### src/rtl/core/hsl2rgb_pkg.sv
// Shared constants and types for the HSL to RGB converter.
`default_nettype none

package hsl2rgb_pkg;

  // Field widths
  localparam int unsigned HUE_W   = 15;
  localparam int unsigned LEVEL_W = 13;
  localparam int unsigned CHAN_W  = 8;

  // Default level format
  localparam int unsigned LEVEL_FRAC_BITS_DEF = 12;

  // Hue in 1/64 degree
  localparam logic [HUE_W-1:0] HUE_MAX         = 15'd23039;
  localparam logic [12:0]      HUE_SECTOR      = 13'd3840;
  localparam logic [12:0]      HUE_TWO_SECTORS = 13'd7680;
  localparam logic [HUE_W-1:0] HUE_FOUR_SECTORS = 15'd15360;
  localparam int unsigned      HUE_W_BITS      = 12;  // width of the 0..3840 ramp

  localparam logic [CHAN_W-1:0] CHAN_MAX = 8'd255;

  // Register stages in the datapath
  localparam int unsigned STAGES = 5;

  // 60-degree sectors
  typedef enum logic [2:0] {
    SEC_RED_YEL = 3'd0,
    SEC_YEL_GRN = 3'd1,
    SEC_GRN_CYN = 3'd2,
    SEC_CYN_BLU = 3'd3,
    SEC_BLU_MAG = 3'd4,
    SEC_MAG_RED = 3'd5
  } sector_e;

  typedef struct packed {
    logic [STAGES-1:0] load;   // stage register takes new contents
    logic [STAGES-1:0] valid;  // stage holds a live word
  } pipe_ctrl_t;

endpackage

`default_nettype wire

### src/rtl/core/hsl2rgb_intf.sv
// Valid/ready channel interfaces for HSL input and RGB output words.
`default_nettype none

interface hsl2rgb_hsl_if;
  logic                              valid;
  logic                              ready;
  logic [hsl2rgb_pkg::HUE_W-1:0]     hue;
  logic [hsl2rgb_pkg::LEVEL_W-1:0]   saturation;
  logic [hsl2rgb_pkg::LEVEL_W-1:0]   lightness;

  modport source (output valid, hue, saturation, lightness, input ready);
  modport sink   (input valid, hue, saturation, lightness, output ready);
endinterface

interface hsl2rgb_rgb_if;
  logic                             valid;
  logic                             ready;
  logic [hsl2rgb_pkg::CHAN_W-1:0]   red;
  logic [hsl2rgb_pkg::CHAN_W-1:0]   green;
  logic [hsl2rgb_pkg::CHAN_W-1:0]   blue;

  modport source (output valid, red, green, blue, input ready);
  modport sink   (input valid, red, green, blue, output ready);
endinterface

`default_nettype wire

### src/rtl/core/hsl2rgb_pipe_ctrl.sv
// Valid bits and per-stage load enables for the conversion pipeline.
`default_nettype none

module hsl2rgb_pipe_ctrl (
  input  wire logic                    clk_i,
  input  wire logic                    rst_ni,
  input  wire logic                    in_valid_i,
  output      logic                    in_ready_o,
  input  wire logic                    out_ready_i,
  output      logic                    out_valid_o,
  output      hsl2rgb_pkg::pipe_ctrl_t ctrl_o
);

  localparam int unsigned N = hsl2rgb_pkg::STAGES;

  logic [N-1:0] valid_q, valid_d;
  logic [N:0]   rdy;
  logic [N-1:0] load;

  // A stage may load when it is empty or its contents move on.
  always_comb begin
    rdy[N] = out_ready_i;
    for (int k = N - 1; k >= 0; k--) begin
      rdy[k] = !valid_q[k] || rdy[k+1];
    end
    load = rdy[N-1:0];
    valid_d = valid_q;
    for (int k = 0; k < N; k++) begin
      if (load[k]) begin
        valid_d[k] = (k == 0) ? in_valid_i : valid_q[(k == 0) ? 0 : k - 1];
      end
    end
  end

  always_ff @(posedge clk_i or negedge rst_ni) begin
    if (!rst_ni) begin
      valid_q <= '0;
    end else begin
      valid_q <= valid_d;
    end
  end

  assign in_ready_o   = rdy[0];
  assign out_valid_o  = valid_q[N-1];
  assign ctrl_o.load  = load;
  assign ctrl_o.valid = valid_q;

endmodule

`default_nettype wire

### src/rtl/core/hsl2rgb_front.sv
// Stage 0: input clamping, sector decode, hue ramp and lightness distance.
`default_nettype none

module hsl2rgb_front #(
  parameter int unsigned LEVEL_FRAC_BITS = hsl2rgb_pkg::LEVEL_FRAC_BITS_DEF
) (
  input  wire logic                                 clk_i,
  input  wire logic                                 load_i,
  input  wire logic [hsl2rgb_pkg::HUE_W-1:0]        hue_i,
  input  wire logic [hsl2rgb_pkg::LEVEL_W-1:0]      saturation_i,
  input  wire logic [hsl2rgb_pkg::LEVEL_W-1:0]      lightness_i,
  output      hsl2rgb_pkg::sector_e                 sector_o,
  output      logic [hsl2rgb_pkg::HUE_W_BITS-1:0]   ramp_o,
  output      logic [LEVEL_FRAC_BITS:0]             sat_o,
  output      logic [LEVEL_FRAC_BITS:0]             lit_o,
  output      logic [LEVEL_FRAC_BITS:0]             omd_o
);

  localparam int unsigned LW = LEVEL_FRAC_BITS + 1;
  localparam int unsigned CW = (LW > hsl2rgb_pkg::LEVEL_W) ? LW : hsl2rgb_pkg::LEVEL_W;
  localparam logic [CW-1:0] ONE_C = CW'(1) << LEVEL_FRAC_BITS;
  localparam logic [LW:0]   ONE_T = (LW + 1)'(1) << LEVEL_FRAC_BITS;

  logic [CW-1:0]                      sat_x, lit_x;
  logic [LW-1:0]                      sat_c, lit_c;
  logic [LW:0]                        twol, lvl_gap, omd_t;
  logic [hsl2rgb_pkg::HUE_W-1:0]      hue_c, hue_off;
  logic [1:0]                         pair;
  logic [12:0]                        hm, ramp_t;
  logic                               upper;
  logic [2:0]                         sec;

  hsl2rgb_pkg::sector_e               sector_q;
  logic [hsl2rgb_pkg::HUE_W_BITS-1:0] ramp_q;
  logic [LW-1:0]                      sat_q, lit_q, omd_q;

  always_comb begin
    sat_x = CW'(saturation_i);
    lit_x = CW'(lightness_i);
    sat_c = LW'((sat_x > ONE_C) ? ONE_C : sat_x);
    lit_c = LW'((lit_x > ONE_C) ? ONE_C : lit_x);

    twol    = {lit_c, 1'b0};
    lvl_gap = (twol >= ONE_T) ? (twol - ONE_T) : (ONE_T - twol);
    omd_t   = ONE_T - lvl_gap;

    hue_c = (hue_i > hsl2rgb_pkg::HUE_MAX) ? hsl2rgb_pkg::HUE_MAX : hue_i;
    // hue mod 7680 from the 120-degree pair index
    if (hue_c >= hsl2rgb_pkg::HUE_FOUR_SECTORS) begin
      pair    = 2'd2;
      hue_off = hsl2rgb_pkg::HUE_FOUR_SECTORS;
    end else if (hue_c >= hsl2rgb_pkg::HUE_W'(hsl2rgb_pkg::HUE_TWO_SECTORS)) begin
      pair    = 2'd1;
      hue_off = hsl2rgb_pkg::HUE_W'(hsl2rgb_pkg::HUE_TWO_SECTORS);
    end else begin
      pair    = 2'd0;
      hue_off = '0;
    end
    hm     = 13'(hue_c - hue_off);
    upper  = (hm >= hsl2rgb_pkg::HUE_SECTOR);
    // 3840 - |hm - 3840|
    ramp_t = upper ? (hsl2rgb_pkg::HUE_TWO_SECTORS - hm) : hm;
    sec    = {pair, 1'b0} + {2'b00, upper};
  end

  always_ff @(posedge clk_i) begin
    if (load_i) begin
      sector_q <= hsl2rgb_pkg::sector_e'(sec);
      ramp_q   <= ramp_t[hsl2rgb_pkg::HUE_W_BITS-1:0];
      sat_q    <= sat_c;
      lit_q    <= lit_c;
      omd_q    <= omd_t[LW-1:0];
    end
  end

  assign sector_o = sector_q;
  assign ramp_o   = ramp_q;
  assign sat_o    = sat_q;
  assign lit_o    = lit_q;
  assign omd_o    = omd_q;

endmodule

`default_nettype wire

### src/rtl/core/hsl2rgb_chroma.sv
// Stages 1-2: chroma product, then chroma times hue ramp and the offset m.
`default_nettype none

module hsl2rgb_chroma #(
  parameter int unsigned LEVEL_FRAC_BITS = hsl2rgb_pkg::LEVEL_FRAC_BITS_DEF
) (
  input  wire logic                                                  clk_i,
  input  wire logic                                                  load1_i,
  input  wire logic                                                  load2_i,
  input  wire hsl2rgb_pkg::sector_e                                  sector_i,
  input  wire logic [hsl2rgb_pkg::HUE_W_BITS-1:0]                    ramp_i,
  input  wire logic [LEVEL_FRAC_BITS:0]                              sat_i,
  input  wire logic [LEVEL_FRAC_BITS:0]                              lit_i,
  input  wire logic [LEVEL_FRAC_BITS:0]                              omd_i,
  output      hsl2rgb_pkg::sector_e                                  sector_o,
  output      logic [LEVEL_FRAC_BITS+hsl2rgb_pkg::HUE_W_BITS:0]      xprod_o,
  output      logic [LEVEL_FRAC_BITS:0]                              chroma_o,
  output      logic [LEVEL_FRAC_BITS:0]                              offset_o
);

  localparam int unsigned LW  = LEVEL_FRAC_BITS + 1;
  localparam int unsigned XPW = LW + hsl2rgb_pkg::HUE_W_BITS;

  logic [2*LW-1:0]                    cprod;
  logic [XPW-1:0]                     xprod;
  logic [LW-1:0]                      half, offs;

  hsl2rgb_pkg::sector_e               sector1_q, sector2_q;
  logic [hsl2rgb_pkg::HUE_W_BITS-1:0] ramp1_q;
  logic [LW-1:0]                      c1_q, lit1_q, c2_q, m2_q;
  logic [XPW-1:0]                     xp2_q;

  // c = (1 - |2l - 1|) * s, truncated
  assign cprod = omd_i * sat_i;

  always_ff @(posedge clk_i) begin
    if (load1_i) begin
      sector1_q <= sector_i;
      ramp1_q   <= ramp_i;
      c1_q      <= cprod[LEVEL_FRAC_BITS +: LW];
      lit1_q    <= lit_i;
    end
  end

  always_comb begin
    xprod = XPW'(c1_q) * XPW'(ramp1_q);
    half  = c1_q >> 1;
    offs  = (lit1_q >= half) ? (lit1_q - half) : '0;
  end

  always_ff @(posedge clk_i) begin
    if (load2_i) begin
      sector2_q <= sector1_q;
      xp2_q     <= xprod;
      c2_q      <= c1_q;
      m2_q      <= offs;
    end
  end

  assign sector_o = sector2_q;
  assign xprod_o  = xp2_q;
  assign chroma_o = c2_q;
  assign offset_o = m2_q;

endmodule

`default_nettype wire

### src/rtl/core/hsl2rgb_mix.sv
// Stages 3-4: divide by one sector width, then channel placement and scaling.
`default_nettype none

module hsl2rgb_mix #(
  parameter int unsigned LEVEL_FRAC_BITS = hsl2rgb_pkg::LEVEL_FRAC_BITS_DEF
) (
  input  wire logic                                              clk_i,
  input  wire logic                                              load3_i,
  input  wire logic                                              load4_i,
  input  wire hsl2rgb_pkg::sector_e                              sector_i,
  input  wire logic [LEVEL_FRAC_BITS+hsl2rgb_pkg::HUE_W_BITS:0]  xprod_i,
  input  wire logic [LEVEL_FRAC_BITS:0]                          chroma_i,
  input  wire logic [LEVEL_FRAC_BITS:0]                          offset_i,
  output      logic [hsl2rgb_pkg::CHAN_W-1:0]                    red_o,
  output      logic [hsl2rgb_pkg::CHAN_W-1:0]                    green_o,
  output      logic [hsl2rgb_pkg::CHAN_W-1:0]                    blue_o
);

  localparam int unsigned LW  = LEVEL_FRAC_BITS + 1;
  localparam int unsigned XPW = LW + hsl2rgb_pkg::HUE_W_BITS;
  // 3840 = 256 * 15: drop 8 bits, then multiply by a reciprocal of 15
  localparam int unsigned QW  = XPW - 8;
  localparam int unsigned SH  = QW + 4;
  localparam int unsigned KW  = QW + 1;
  localparam logic [KW-1:0] RECIP15 = KW'(((64'd1 << SH) + 64'd14) / 64'd15);
  localparam int unsigned SW  = LW + 1;
  localparam int unsigned PW  = SW + 8;
  localparam int unsigned VW  = PW - LEVEL_FRAC_BITS;

  logic [QW-1:0]        qv;
  logic [QW+KW-1:0]     qprod;

  hsl2rgb_pkg::sector_e sector3_q;
  logic [LW-1:0]        x3_q, c3_q, m3_q;
  logic [LW-1:0]        r_l, g_l, b_l;
  logic [hsl2rgb_pkg::CHAN_W-1:0] red_q, green_q, blue_q;
  logic [hsl2rgb_pkg::CHAN_W-1:0] red_d, green_d, blue_d;

  // (level + m) * 255 >> frac, saturated
  function automatic logic [hsl2rgb_pkg::CHAN_W-1:0] to_byte(
    input logic [LW-1:0] chan,
    input logic [LW-1:0] offs
  );
    logic [SW-1:0] s;
    logic [PW-1:0] p;
    logic [VW-1:0] v;
    s = SW'(chan) + SW'(offs);
    p = {s, 8'd0} - PW'(s);
    v = p[PW-1:LEVEL_FRAC_BITS];
    to_byte = (v > VW'(hsl2rgb_pkg::CHAN_MAX)) ? hsl2rgb_pkg::CHAN_MAX
                                               : v[hsl2rgb_pkg::CHAN_W-1:0];
  endfunction

  assign qv    = xprod_i[XPW-1:8];
  assign qprod = qv * RECIP15;

  always_ff @(posedge clk_i) begin
    if (load3_i) begin
      sector3_q <= sector_i;
      x3_q      <= qprod[SH +: LW];
      c3_q      <= chroma_i;
      m3_q      <= offset_i;
    end
  end

  always_comb begin
    unique case (sector3_q)
      hsl2rgb_pkg::SEC_RED_YEL: begin r_l = c3_q; g_l = x3_q; b_l = '0;   end
      hsl2rgb_pkg::SEC_YEL_GRN: begin r_l = x3_q; g_l = c3_q; b_l = '0;   end
      hsl2rgb_pkg::SEC_GRN_CYN: begin r_l = '0;   g_l = c3_q; b_l = x3_q; end
      hsl2rgb_pkg::SEC_CYN_BLU: begin r_l = '0;   g_l = x3_q; b_l = c3_q; end
      hsl2rgb_pkg::SEC_BLU_MAG: begin r_l = x3_q; g_l = '0;   b_l = c3_q; end
      default:                  begin r_l = c3_q; g_l = '0;   b_l = x3_q; end
    endcase
    red_d   = to_byte(r_l, m3_q);
    green_d = to_byte(g_l, m3_q);
    blue_d  = to_byte(b_l, m3_q);
  end

  always_ff @(posedge clk_i) begin
    if (load4_i) begin
      red_q   <= red_d;
      green_q <= green_d;
      blue_q  <= blue_d;
    end
  end

  assign red_o   = red_q;
  assign green_o = green_q;
  assign blue_o  = blue_q;

endmodule

`default_nettype wire

### src/rtl/core/hsl_to_rgb_converter_unit.sv
// Top level of the HSL to RGB converter: five-stage valid/ready pipeline.
`default_nettype none

// HSL to 8-bit RGB color converter. Each word on hsl_i (hue in 1/64 degree,
// saturation and lightness with LEVEL_FRAC_BITS fractional bits) yields one
// word on rgb_o, in order. Hue above 23039 is clamped to 23039, levels above
// 1.0 are clamped to 1.0. Math: c = (1-|2l-1|)*s, x = c*ramp/3840 with
// ramp = 3840-|hue mod 7680 - 3840|, m = l - c/2, sector select, then each
// channel is floor((chan+m)*255), all truncated. Throughput is one word per
// clock while rgb_o is not stalled; rgb_o.valid rises once the word has
// passed all five register stages. The five register stages are: input
// clamp and sector decode,
// chroma multiply, chroma-times-ramp multiply, reciprocal multiply for the
// divide by 3840, channel mix into the output register. Each stage holds its
// word while the stage after it is full and stalled, so bubbles are squeezed
// out and hsl_i.ready drops only once every stage holds a live word. No state
// survives between words; reset only clears the valid bits.
module hsl_to_rgb_converter_unit #(
  parameter int unsigned LEVEL_FRAC_BITS = hsl2rgb_pkg::LEVEL_FRAC_BITS_DEF
) (
  input  wire logic     clk_i,
  input  wire logic     rst_ni,
  hsl2rgb_hsl_if.sink   hsl_i,
  hsl2rgb_rgb_if.source rgb_o
);

  localparam int unsigned LW  = LEVEL_FRAC_BITS + 1;
  localparam int unsigned XPW = LW + hsl2rgb_pkg::HUE_W_BITS;

  hsl2rgb_pkg::pipe_ctrl_t ctrl;

  hsl2rgb_pkg::sector_e               sector0, sector2;
  logic [hsl2rgb_pkg::HUE_W_BITS-1:0] ramp0;
  logic [LW-1:0]                      sat0, lit0, omd0;
  logic [XPW-1:0]                     xprod2;
  logic [LW-1:0]                      chroma2, offset2;

  // Valid bits and load enables for all stages
  hsl2rgb_pipe_ctrl u_ctrl (
    .clk_i       (clk_i),
    .rst_ni      (rst_ni),
    .in_valid_i  (hsl_i.valid),
    .in_ready_o  (hsl_i.ready),
    .out_ready_i (rgb_o.ready),
    .out_valid_o (rgb_o.valid),
    .ctrl_o      (ctrl)
  );

  // Stage 0: clamp, hue sector and ramp, 1-|2l-1|
  hsl2rgb_front #(
    .LEVEL_FRAC_BITS (LEVEL_FRAC_BITS)
  ) u_front (
    .clk_i        (clk_i),
    .load_i       (ctrl.load[0]),
    .hue_i        (hsl_i.hue),
    .saturation_i (hsl_i.saturation),
    .lightness_i  (hsl_i.lightness),
    .sector_o     (sector0),
    .ramp_o       (ramp0),
    .sat_o        (sat0),
    .lit_o        (lit0),
    .omd_o        (omd0)
  );

  // Stages 1-2: chroma, chroma*ramp, offset m
  hsl2rgb_chroma #(
    .LEVEL_FRAC_BITS (LEVEL_FRAC_BITS)
  ) u_chroma (
    .clk_i    (clk_i),
    .load1_i  (ctrl.load[1]),
    .load2_i  (ctrl.load[2]),
    .sector_i (sector0),
    .ramp_i   (ramp0),
    .sat_i    (sat0),
    .lit_i    (lit0),
    .omd_i    (omd0),
    .sector_o (sector2),
    .xprod_o  (xprod2),
    .chroma_o (chroma2),
    .offset_o (offset2)
  );

  // Stages 3-4: x = c*ramp/3840, placement, scaling to bytes
  hsl2rgb_mix #(
    .LEVEL_FRAC_BITS (LEVEL_FRAC_BITS)
  ) u_mix (
    .clk_i    (clk_i),
    .load3_i  (ctrl.load[3]),
    .load4_i  (ctrl.load[4]),
    .sector_i (sector2),
    .xprod_i  (xprod2),
    .chroma_i (chroma2),
    .offset_i (offset2),
    .red_o    (rgb_o.red),
    .green_o  (rgb_o.green),
    .blue_o   (rgb_o.blue)
  );

`ifndef NO_ASSERTIONS
  // An empty pipeline always takes a word.
  a_empty_ready: assert property (@(posedge clk_i) disable iff (!rst_ni)
    (ctrl.valid == '0) |-> hsl_i.ready)
    else $error("pipeline empty but input not ready");

  // With rgb_o.ready held high, an accepted word reaches rgb_o.valid.
  a_latency: assert property (@(posedge clk_i) disable iff (!rst_ni)
    ($past(hsl_i.valid && hsl_i.ready, 4) && $past(rst_ni, 5) &&
     $past(rgb_o.ready, 3) && $past(rgb_o.ready, 2) &&
     $past(rgb_o.ready, 1) && rgb_o.ready) |=> rgb_o.valid)
    else $error("accepted word did not reach output in time");
`endif

endmodule

`default_nettype wire
### src/flat_wrapper.sv
// flat-port wrapper written by rule: the top's interface ports become plain ports
module hsl_to_rgb_converter_unit_flat 
#(
  parameter int unsigned LEVEL_FRAC_BITS = hsl2rgb_pkg::LEVEL_FRAC_BITS_DEF
)
  (clk_i, rst_ni, hsl_i_valid, hsl_i_hue, hsl_i_saturation, hsl_i_lightness, hsl_i_ready, rgb_o_valid, rgb_o_red, rgb_o_green, rgb_o_blue, rgb_o_ready);
  hsl2rgb_hsl_if hsl_i_i ();
  hsl2rgb_rgb_if rgb_o_i ();
  input  wire logic clk_i;
  input  wire logic rst_ni;
  input wire logic [$bits(hsl_i_i.valid)-1:0] hsl_i_valid;
  input wire logic [$bits(hsl_i_i.hue)-1:0] hsl_i_hue;
  input wire logic [$bits(hsl_i_i.saturation)-1:0] hsl_i_saturation;
  input wire logic [$bits(hsl_i_i.lightness)-1:0] hsl_i_lightness;
  output wire logic [$bits(hsl_i_i.ready)-1:0] hsl_i_ready;
  output wire logic [$bits(rgb_o_i.valid)-1:0] rgb_o_valid;
  output wire logic [$bits(rgb_o_i.red)-1:0] rgb_o_red;
  output wire logic [$bits(rgb_o_i.green)-1:0] rgb_o_green;
  output wire logic [$bits(rgb_o_i.blue)-1:0] rgb_o_blue;
  input wire logic [$bits(rgb_o_i.ready)-1:0] rgb_o_ready;
  assign hsl_i_i.valid = hsl_i_valid;
  assign hsl_i_i.hue = hsl_i_hue;
  assign hsl_i_i.saturation = hsl_i_saturation;
  assign hsl_i_i.lightness = hsl_i_lightness;
  assign hsl_i_ready = hsl_i_i.ready;
  assign rgb_o_valid = rgb_o_i.valid;
  assign rgb_o_red = rgb_o_i.red;
  assign rgb_o_green = rgb_o_i.green;
  assign rgb_o_blue = rgb_o_i.blue;
  assign rgb_o_i.ready = rgb_o_ready;
  hsl_to_rgb_converter_unit #(.LEVEL_FRAC_BITS(LEVEL_FRAC_BITS)) u_core (.clk_i(clk_i), .rst_ni(rst_ni), .hsl_i(hsl_i_i), .rgb_o(rgb_o_i));
endmodule
### config.mk
export PLATFORM = sky130hd
export DESIGN_NAME = hsl_to_rgb_converter_unit_flat
export DESIGN_NICKNAME = d
export VERILOG_FILES = /design/src/rtl/core/hsl2rgb_pkg.sv /design/src/rtl/core/hsl2rgb_intf.sv /design/src/rtl/core/hsl2rgb_pipe_ctrl.sv /design/src/rtl/core/hsl2rgb_front.sv /design/src/rtl/core/hsl2rgb_chroma.sv /design/src/rtl/core/hsl2rgb_mix.sv /design/src/rtl/core/hsl_to_rgb_converter_unit.sv /design/src/flat_wrapper.sv
export SDC_FILE = /design/constraint.sdc
export NUM_CORES = 1
export LEC_CHECK = 0
export ABC_AREA = 1
export BUFFER_PORTS_ARGS = -buffer_cell sky130_fd_sc_hd__buf_2
export CAP_MARGIN = 10
export CORE_AREA = 2 2 275 277
export DETAILED_ROUTE_END_ITERATION = 6
export DIE_AREA = 0 0 277 279
export SLEW_MARGIN = 30
export SYNTH_ARGS = -nofsm -noshare
export SYNTH_HDL_FRONTEND = slang
export SYNTH_SLANG_ARGS = --single-unit
export TNS_END_PERCENT = 5
### constraint.sdc
create_clock -name clk_i -period 6.5 [get_ports clk_i]
set_input_delay 1.3 -clock clk_i [delete_from_list [all_inputs] [get_ports clk_i]]
set_output_delay 1.3 -clock clk_i [all_outputs]
set_load 0.03 [all_outputs]
==> results of run 1 <==
-- worst max-delay path, cell delays in order, from the launching register on --
cell and delay, ps:
sky130_fd_sc_hd__edfxtp_1 640, sky130_fd_sc_hd__nand2_1 150, sky130_fd_sc_hd__fa_1 550, sky130_fd_sc_hd__inv_1 50
sky130_fd_sc_hd__fa_1 520, sky130_fd_sc_hd__fa_1 530, sky130_fd_sc_hd__inv_1 60, sky130_fd_sc_hd__fa_1 470
sky130_fd_sc_hd__fa_1 540, sky130_fd_sc_hd__inv_1 40, sky130_fd_sc_hd__ha_1 330, sky130_fd_sc_hd__a21oi_1 200
sky130_fd_sc_hd__nor2_1 60, sky130_fd_sc_hd__nor2_1 130, sky130_fd_sc_hd__o21bai_1 70, sky130_fd_sc_hd__a21oi_1 280
sky130_fd_sc_hd__nor2_1 100, sky130_fd_sc_hd__o21ai_0 190, sky130_fd_sc_hd__nand3_1 120, sky130_fd_sc_hd__xor2_1 160
-- cell type report --
class | instances | area share (%)
multi-input combinational | 2122 | 59.2
timing repair buffer | 76 | 1.41
sequential | 210 | 22.4
tap | 969 | 4.33
clock inverter | 18 | 0.652
inverter | 710 | 9.51
clock buffer | 29 | 2.44
-- metrics by stage --
| step | util [%] | hold WS, ps |
|---|---|---|
| after floorplan | - | 400 |
| after global placement | 36.7 | 402 |
| after detailed placement | 36.7 | 405 |
| after CTS | 37.8 | 405 |
| after global routing | 37.8 | 412 |
| final | 37.8 | 406 |
-- placed cells by master (no fill, tap or decap), types with 5 or more instances in the layout --
master,n
sky130_fd_sc_hd__nor3_1,17
sky130_fd_sc_hd__nand3_1,128
sky130_fd_sc_hd__nor4_1,8
sky130_fd_sc_hd__clkinv_1,6
sky130_fd_sc_hd__o21ai_1,6
sky130_fd_sc_hd__xnor2_1,32
sky130_fd_sc_hd__nor2_1,164
sky130_fd_sc_hd__nand2_1,738
sky130_fd_sc_hd__nand3_2,9
sky130_fd_sc_hd__o211ai_1,6
sky130_fd_sc_hd__nor2_2,10
sky130_fd_sc_hd__o21ai_0,72
sky130_fd_sc_hd__xor2_1,63
sky130_fd_sc_hd__nand2_2,23
sky130_fd_sc_hd__xor2_2,5
sky130_fd_sc_hd__a211oi_1,6
sky130_fd_sc_hd__inv_2,9
sky130_fd_sc_hd__inv_1,700
sky130_fd_sc_hd__a21oi_1,109
sky130_fd_sc_hd__o22ai_1,41
sky130_fd_sc_hd__a21oi_2,5
sky130_fd_sc_hd__o21bai_1,13
sky130_fd_sc_hd__a21o_1,7
sky130_fd_sc_hd__buf_2,70
sky130_fd_sc_hd__nand4_1,37
sky130_fd_sc_hd__dfrtp_1,5
sky130_fd_sc_hd__clkbuf_16,27
sky130_fd_sc_hd__nand3b_1,7
sky130_fd_sc_hd__edfxtp_1,205
sky130_fd_sc_hd__or2_2,8
sky130_fd_sc_hd__ha_1,311
sky130_fd_sc_hd__fa_1,258
sky130_fd_sc_hd__buf_4,6
-- flip-flops by register name (all words and copies together) (netlist names), 5 cells and up --
| signal | flops |
|---|---|
| u_core.u_chroma.offset_o | 13 |
| u_core.u_chroma.c1_q | 13 |
| u_core.u_front.omd_o | 11 |
| u_core.u_ctrl.valid_q | 5 |
| u_core.u_front.lit_o | 13 |
| u_core.u_chroma.lit1_q | 13 |
| u_core.u_front.sat_o | 13 |
| u_core.u_front.ramp_o | 12 |
| u_core.u_mix.red_o | 8 |
| u_core.u_mix.blue_o | 8 |
| u_core.u_mix.m3_q | 13 |
| u_core.u_chroma.chroma_o | 13 |
| u_core.u_mix.x3_q | 13 |
| u_core.u_mix.c3_q | 13 |
| u_core.u_mix.green_o | 8 |
| u_core.u_chroma.xprod_o | 17 |
| u_core.u_chroma.ramp1_q | 12 |
-- metal layers --
| layer | vias to the layer above | track usage [%] | share of wire [%] |
|---|---|---|---|
| met5 | - | 0 | 0 |
| met4 | 0 | 3.71 | 2.4 |
| met3 | 75 | 2.04 | 4.4 |
| met2 | 411 | 26.1 | 46 |
| met1 | 9122 | 20.8 | 47 |
| li1 | 9836 | - | - |
-- worst max path at each step --
stage / from / to / slack (ps) / cells after the start
floorplan: rgb_o_ready / hsl_i_ready / 340 / 8
global placement: u_core.u_front.lit_o[0] / u_core.u_chroma.c1_q[12] / 1150 / 18
detailed placement: u_core.u_chroma.c1_q[2] / u_core.u_chroma.xprod_o[19] / 1030 / 16
CTS: u_core.u_front.omd_o[6] / u_core.u_chroma.c1_q[12] / 1040 / 19
global route: u_core.u_chroma.c1_q[2] / u_core.u_chroma.xprod_o[19] / 530 / 16
finish: u_core.u_front.omd_o[6] / u_core.u_chroma.c1_q[12] / 1040 / 19
-- cells by family (layout without fill, tap and decap cells) --
logic type,Yosys count,count (layout),share of synthesized area [%]
AOI/OAI and AO/OA,288,288,6.46
xor gates and xnor gates,101,101,3.65
adders and majority gates,569,569,35.1
buffers and inverters,774,833,11.3
DFF,210,210,24.3
and+or+nand+nor,1164,1164,19.1
==> flow_summary_export.csv, run 1 <==
group,metric,value,unit
outcome,status,"finished, final reports clean",
worst_setup_path,worstReg2RegEnd,"u_core.u_chroma.c1_q[12]",
floorplanning,initial_utilization,34.8,%
yosys,yosys.area.top_type,"sky130_fd_sc_hd__edfxtp_1",
floorplanning,die-height,279,um
timing,finalSetupViolations,0,
cells_and_area,finish.instance_area,0.0280,sq mm
worst_hold_path,worstHoldEndpoint,"u_core.u_chroma.ramp1_q[1]",
clocking,clk_pin_slew,70,ps
timing,timing.max_slew.rel_slack,47.8,%
route,ant_nets,0,
cells_and_area,nNetsFinal,3760,
worst_hold_path,timing.hold.worst_path_depth,0,
route,avgViaCountPerCell,4.70,
clocking,clock_tree_from_tritoncts,"yes",
worst_setup_path,worstPathMaxFanout,13,
cells_and_area,num-fill-cells,7626,
yosys,synth-seq-area-share,24.3,%
timing,max_slew.worst_pin.slew,778,ps
worst_setup_path,setup.worst_path.start_class,"register",
placed_design,gp_congestion,0.896,
cells_and_area,share_of_final_layout_standard_cells_stronger_than_drive_strength_1,6.32,%
worst_setup_path,worst_r2r_path_depth,19,
placed_design,port-buffer-count,70,
yosys,postSynthAreaPerCell,8.31,sq um
worst_setup_path,reg2reg_slack,1040,ps
grt,grt_start_max_net_pins,54,
yosys,share_of_flip_flops_with_an_asynchronous_set_or_reset,2.38,%
yosys,synth-main-ff-cell,"sky130_fd_sc_hd__edfxtp_1",
route,routedWlPerCell,14.2,um
yosys,synth.net_count,3720,
clocking,cts-root-buf,"sky130_fd_sc_hd__clkbuf_16",
timing,pnr_worst_setup_slack,1040,ps
grt,number_of_antenna_violations_at_the_first_check_in_global_routing,1,
clocking,ctsHtreeMaxLevel,1,
clocking,post_cts_resize_count,0,
timing,finalHoldViolations,0,
cells_and_area,area_growth_syn_to_layout,8.58,%
grt,first_global_vias,19394,
yosys,netlist_top_cells_area,"sky130_fd_sc_hd__edfxtp_1 (24%), sky130_fd_sc_hd__fa_1 (20%), sky130_fd_sc_hd__ha_1 (15%), sky130_fd_sc_hd__nand2_1 (11%), sky130_fd_sc_hd__inv_1 (10%)",
cells_and_area,finish.cell_count_without_fillers,4134,
yosys,synth_seq_cells,210,
grt,globalRouteTotalUtil,15.4,%
cells_and_area,n_antenna_cell,0,
clocking,postCtsSetupRepairBufs,0,
clocking,post_cts_hold_buffer_count,0,
placed_design,place_worst_setup_slack,1030,ps
timing,fmaxAchievable,0.183,GHz
floorplanning,standard_cell_row_count,100,
worst_setup_path,worstSetupEndpointType,"register",
timing,fin_crit_sh,84.0,%
grt,first_pass_grt_wire_length,97.6,mm
yosys,yosys-top-cells-count,"sky130_fd_sc_hd__nand2_1 (739), sky130_fd_sc_hd__inv_1 (701), sky130_fd_sc_hd__ha_1 (311)",
timing,tns,0,ps
route,vias,19444,
clocking,cts_made_buffers,26,
clocking,clock-sinks,210,
floorplanning,floorplan.io_pins,71,
clocking,cts_max_path_buffers,3,
placed_design,placed_cells_incl_taps,4087,
cells_and_area,multi_input_gate_area_in_the_final_layout,0.0166,sq mm
worst_hold_path,hp-start,"u_core.u_front.ramp_o[1]",
floorplanning,die_w,277,um
worst_setup_path,crit_arrival,5750,ps
timing,setup_repair_after_global_routing_missed_its_margin,"false",
placed_design,post_dp_cell_area,0.0272,sq mm
route,drt_pre_antenna_iters,5,
route,drc,0,
yosys,warnings_from_yosys,0,
worst_setup_path,timing.rr.start,"u_core.u_front.omd_o[6]",
yosys,syn_inst,3106,
timing,final.setup_skew,16.3,ps
worst_setup_path,critPathRequiredTime,6790,ps
clocking,worst_skew_late_latency,560,ps
cells_and_area,sequential_cell_area,0.00628,sq mm
floorplanning,die-area,0.0773,sq mm
worst_setup_path,kind_of_critical_path,"reg2reg",
yosys,yosys.area.top_type_share,23.9,%
worst_hold_path,holdCritPathClass,"reg2reg",
run,number_of_violations_of_the_max_capacitance_limit,0,
yosys,synthesis.area,0.0258,sq mm
placed_design,post-dp-hpwl,49.4,mm
timing,final_max_slew_viol_count,0,
yosys,synth_edf_count,205,
floorplanning,core_area,0.0741,sq mm
yosys,synth.lib_cells_used.distinct,56,
timing,timing.final.crit_period,5460,ps
grt,globalRouteOverflowTotal,0,
route,wl,58.7,mm
yosys,yosysMostFrequentCell,"sky130_fd_sc_hd__nand2_1",
route,drtIter0Drc,1392,
Power of run 1 is not shown: default switching activity piles up to over one toggle a cycle in this logic, so the estimate is an artifact.
==> run 2: changes to the inputs <==
- ABC_AREA: 1 -> 0
- CORE_AREA: 2 2 275 277 -> 2 2 267 269
- DIE_AREA: 0 0 277 279 -> 0 0 269 271
- clock period: 6.5 -> 5.55 ns (I/O delays scaled with it)
==> run 2 against run 1 <==
  * The flow now finishes with violations (DRC)
  * Core utilization increased by 2.0 points
  * Die area decreased by 5.7%
  * Register-to-register slack worse by 900 ps
  * Count of clock-buffer cells in the layout fell by 3
  * Critical path depth unchanged
  * Critical path type unchanged
  * Highest routed layer unchanged
==> flow_summary_export.csv, run 2 <==
group,metric,value,unit
outcome,status,"finished with violations",
outcome,violations,"DRC",
timing,finalSetupViolations,0,
timing,final.setup_skew,32.4,ps
floorplanning,standard_cell_row_count,97,
yosys,yosysMostFrequentCell,"sky130_fd_sc_hd__inv_1",
worst_setup_path,critPathRequiredTime,5840,ps
timing,timing.final.crit_period,5410,ps
worst_setup_path,setup.worst_path.start_class,"register",
floorplanning,die_w,269,um
placed_design,placed_cells_incl_taps,3518,
yosys,synth.net_count,3072,
worst_setup_path,critPathBufInv,3,
clocking,cts_made_buffers,25,
timing,final_max_slew_viol_count,0,
timing,hold_ws,345,ps
worst_setup_path,worst_path_largest_cell_delay,550,ps
worst_setup_path,worstSetupEndpointType,"register",
clocking,clock_tree_from_tritoncts,"yes",
run,number_of_violations_of_the_max_capacitance_limit,0,
floorplanning,die-area,0.0729,sq mm
clocking,ctsHtreeMaxLevel,1,
placed_design,gp_congestion,0.921,
placed_design,post-dp-hpwl,46.7,mm
cells_and_area,layout.cells.most_common_list,"sky130_fd_sc_hd__inv_1 (368), sky130_fd_sc_hd__ha_1 (303), sky130_fd_sc_hd__nand2_1 (297)",
grt,first_pass_grt_wire_length,92.3,mm
route,wl,56.3,mm
yosys,yosys.area.top_type,"sky130_fd_sc_hd__edfxtp_1",
clocking,clock-sinks,210,
worst_setup_path,crit_arrival,5710,ps
cells_and_area,nNetsFinal,3237,
worst_setup_path,worstPathMaxFanout,5,
floorplanning,core_area,0.0698,sq mm
yosys,synth_seq_cells,210,
clocking,cts_max_path_buffers,3,
clocking,post_cts_hold_buffer_count,0,
timing,fin_crit_sh,97.5,%
worst_setup_path,cpMostUsedCell,"sky130_fd_sc_hd__fa_1",
cells_and_area,n_antenna_cell,0,
clocking,cts-root-buf,"sky130_fd_sc_hd__clkbuf_16",
yosys,yosys.area.top_type_share,25.4,%
yosys,synth_edf_count,205,
cells_and_area,area_growth_syn_to_layout,14.6,%
route,avgViaCountPerCell,4.95,
yosys,postSynthAreaPerCell,9.87,sq um
yosys,syn_inst,2458,
floorplanning,die-height,271,um
worst_setup_path,kind_of_critical_path,"reg2reg",
grt,first_global_vias,18405,
worst_hold_path,holdCritPathClass,"in2async",
cells_and_area,finish.cell_count_without_fillers,3581,
cells_and_area,mostFrequentLayoutCell,"sky130_fd_sc_hd__inv_1",
cells_and_area,post-route-util,39.9,%
route,drt_pre_antenna_iters,7,
timing,fmaxAchievable,0.185,GHz
cells_and_area,num-fill-cells,6818,
floorplanning,initial_utilization,34.8,%
worst_setup_path,list_of_cells_traversed_by_the_critical_path,"buf_6 > and2_1 > fa_1 > ha_1 > inv_1 > fa_1 > inv_1 > fa_1 > fa_1 > ha_4 > a21o_1 > a21o_1 > nor3_2 > o21ai_2 > a2111oi_4 > o21ai_2 > nor4_4 > o31a_1 > xnor2_1",
route,drc,1,
floorplanning,floorplan.io_pins,71,
grt,globalRouteOverflowTotal,0,
yosys,synth-seq-area-share,25.9,%
grt,grt_start_max_net_pins,54,
yosys,netlist_top_cells_area,"sky130_fd_sc_hd__edfxtp_1 (25%), sky130_fd_sc_hd__fa_1 (21%), sky130_fd_sc_hd__ha_1 (16%), sky130_fd_sc_hd__inv_1 (5.8%), sky130_fd_sc_hd__nand2_1 (4.7%)",
timing,setup_repair_after_global_routing_missed_its_margin,"true",
cells_and_area,finish.instance_area,0.0278,sq mm
route,ant_nets,0,
route,vias,17735,
clocking,worst_skew_late_latency,570,ps
cells_and_area,share_of_final_layout_standard_cells_stronger_than_drive_strength_1,13.6,%
yosys,synth-main-ff-cell,"sky130_fd_sc_hd__edfxtp_1",
grt,globalRouteTotalUtil,15.5,%
timing,max_slew.worst_pin.slew,732,ps
timing,timing.max_slew.rel_slack,51.2,%
worst_setup_path,timing.critical_path.slowest_stage_cell,"sky130_fd_sc_hd__fa_1",
route,routedWlPerCell,15.7,um
yosys,synth.lib_cells_used.distinct,90,
timing,finalHoldViolations,0,
yosys,warnings_from_yosys,0,
route,drtIter0Drc,929,
placed_design,post_dp_cell_area,0.0265,sq mm
yosys,synthesis.area,0.0243,sq mm
cells_and_area,largest_register_ffs,17,
worst_setup_path,cpLargestDelayFamily,"adder cells",
yosys,yosys-top-cells-count,"sky130_fd_sc_hd__inv_1 (373), sky130_fd_sc_hd__ha_1 (311), sky130_fd_sc_hd__nand2_1 (303)",
grt,number_of_antenna_violations_at_the_first_check_in_global_routing,3,
yosys,share_of_flip_flops_with_an_asynchronous_set_or_reset,2.38,%
clocking,clk_pin_slew,60,ps
placed_design,port-buffer-count,70,
## run 2: cell types whose count changed after synthesis, sizes merged, moves of 20 or more
| cell | before | now |
|---|---|---|
| xnor2 | 32 | 77 |
| o21ai | 81 | 56 |
| xor2 | 69 | 38 |
| a21o | 7 | 27 |
| inv | 709 | 374 |
| nand2 | 763 | 303 |
| clkbuf | 59 | 82 |
| nand3 | 137 | 43 |
| and2 | 2 | 117 |
| o22ai | 41 | 1 |
| nor2b | 0 | 39 |
| nor2 | 178 | 97 |
| nand4 | 37 | 10 |
| nor3 | 18 | 52 |
## run 2: worst register-to-register path, stage by stage (launching register included)
cell and delay, ps:
sky130_fd_sc_hd__edfxtp_1 520, sky130_fd_sc_hd__buf_6 180, sky130_fd_sc_hd__and2_1 160, sky130_fd_sc_hd__fa_1 470
sky130_fd_sc_hd__ha_1 300, sky130_fd_sc_hd__inv_1 50, sky130_fd_sc_hd__fa_1 530, sky130_fd_sc_hd__inv_1 50
sky130_fd_sc_hd__fa_1 460, sky130_fd_sc_hd__fa_1 550, sky130_fd_sc_hd__ha_4 220, sky130_fd_sc_hd__a21o_1 180
sky130_fd_sc_hd__a21o_1 190, sky130_fd_sc_hd__nor3_2 170, sky130_fd_sc_hd__o21ai_2 110, sky130_fd_sc_hd__a2111oi_4 380
sky130_fd_sc_hd__o21ai_2 130, sky130_fd_sc_hd__nor4_4 230, sky130_fd_sc_hd__o31a_1 190, sky130_fd_sc_hd__xnor2_1 70
## run 2: per-stage QoR
stage          TNS [ps]  setup WS (ps)
3_3_place_gp       -957           -249
6_report              0            139
5_1_grt            -580           -127
3_5_place_dp      -1410           -316
2_1_floorplan     -4.70          -4.70
4_1_cts           -2.63          -2.63
## run 2: area by class of cell
class | count | area, sq um | area share [%]
clock buffer | 26 | 629 | 2.26
clock inverter | 19 | 169 | 0.607
inverter | 375 | 1410 | 5.06
multi-input combinational | 1784 | 16600 | 59.6
sequential | 210 | 6280 | 22.6
tap | 940 | 1180 | 4.23
timing repair buffer | 227 | 1570 | 5.65
## run 2: timing repair
item	CTS	global route
setup endpoints to repair	12	35
pin swaps	3	55
cloned	0	0
gates resized for setup	11	66
endpoints found under the hold margin	0	0
buffers inserted	1	17
## run 2: layer usage
layer  global-route usage, %  part of all wire [%]  vias to the layer above
met4                    3.33                   2.2                        0
met1                    20.4                    44                     8739
met3                    1.85                   3.9                       79
met5                       0                     0                        -
met2                    27.2                    49                      359
li1                        -                     -                     8558
## run 2: path summary, 6_finish.rpt
check	start	slack, ps	cells after the start	end
worst max register to register	u_core.u_chroma.c1_q[3]	140	19	u_core.u_chroma.xprod_o[24]
worst min register to register	u_core.u_chroma.chroma_o[8]	400	0	u_core.u_mix.c3_q[8]
worst max-delay path	u_core.u_chroma.c1_q[3]	140	19	u_core.u_chroma.xprod_o[24]
min in group clk_i	u_core.u_chroma.chroma_o[8]	400	0	u_core.u_mix.c3_q[8]
max in group asynchronous	rst_ni	5050	1	u_core.u_ctrl.valid_q[2]
worst min-delay path	rst_ni	340	1	u_core.u_ctrl.valid_q[0]
## run 2: cell families (layout without fill, tap and decap cells)
kind of cell	Yosys count	after routing	synth area share, %
compound gates	343	343	9.86
simple gates	740	740	14.8
mux	17	17	0.717
flops	210	210	25.9
xor+xnor	115	115	4.18
buf+inv	464	647	7.18
fa+ha+maj	569	569	37.3
Power of run 2 is left out for the same reason.
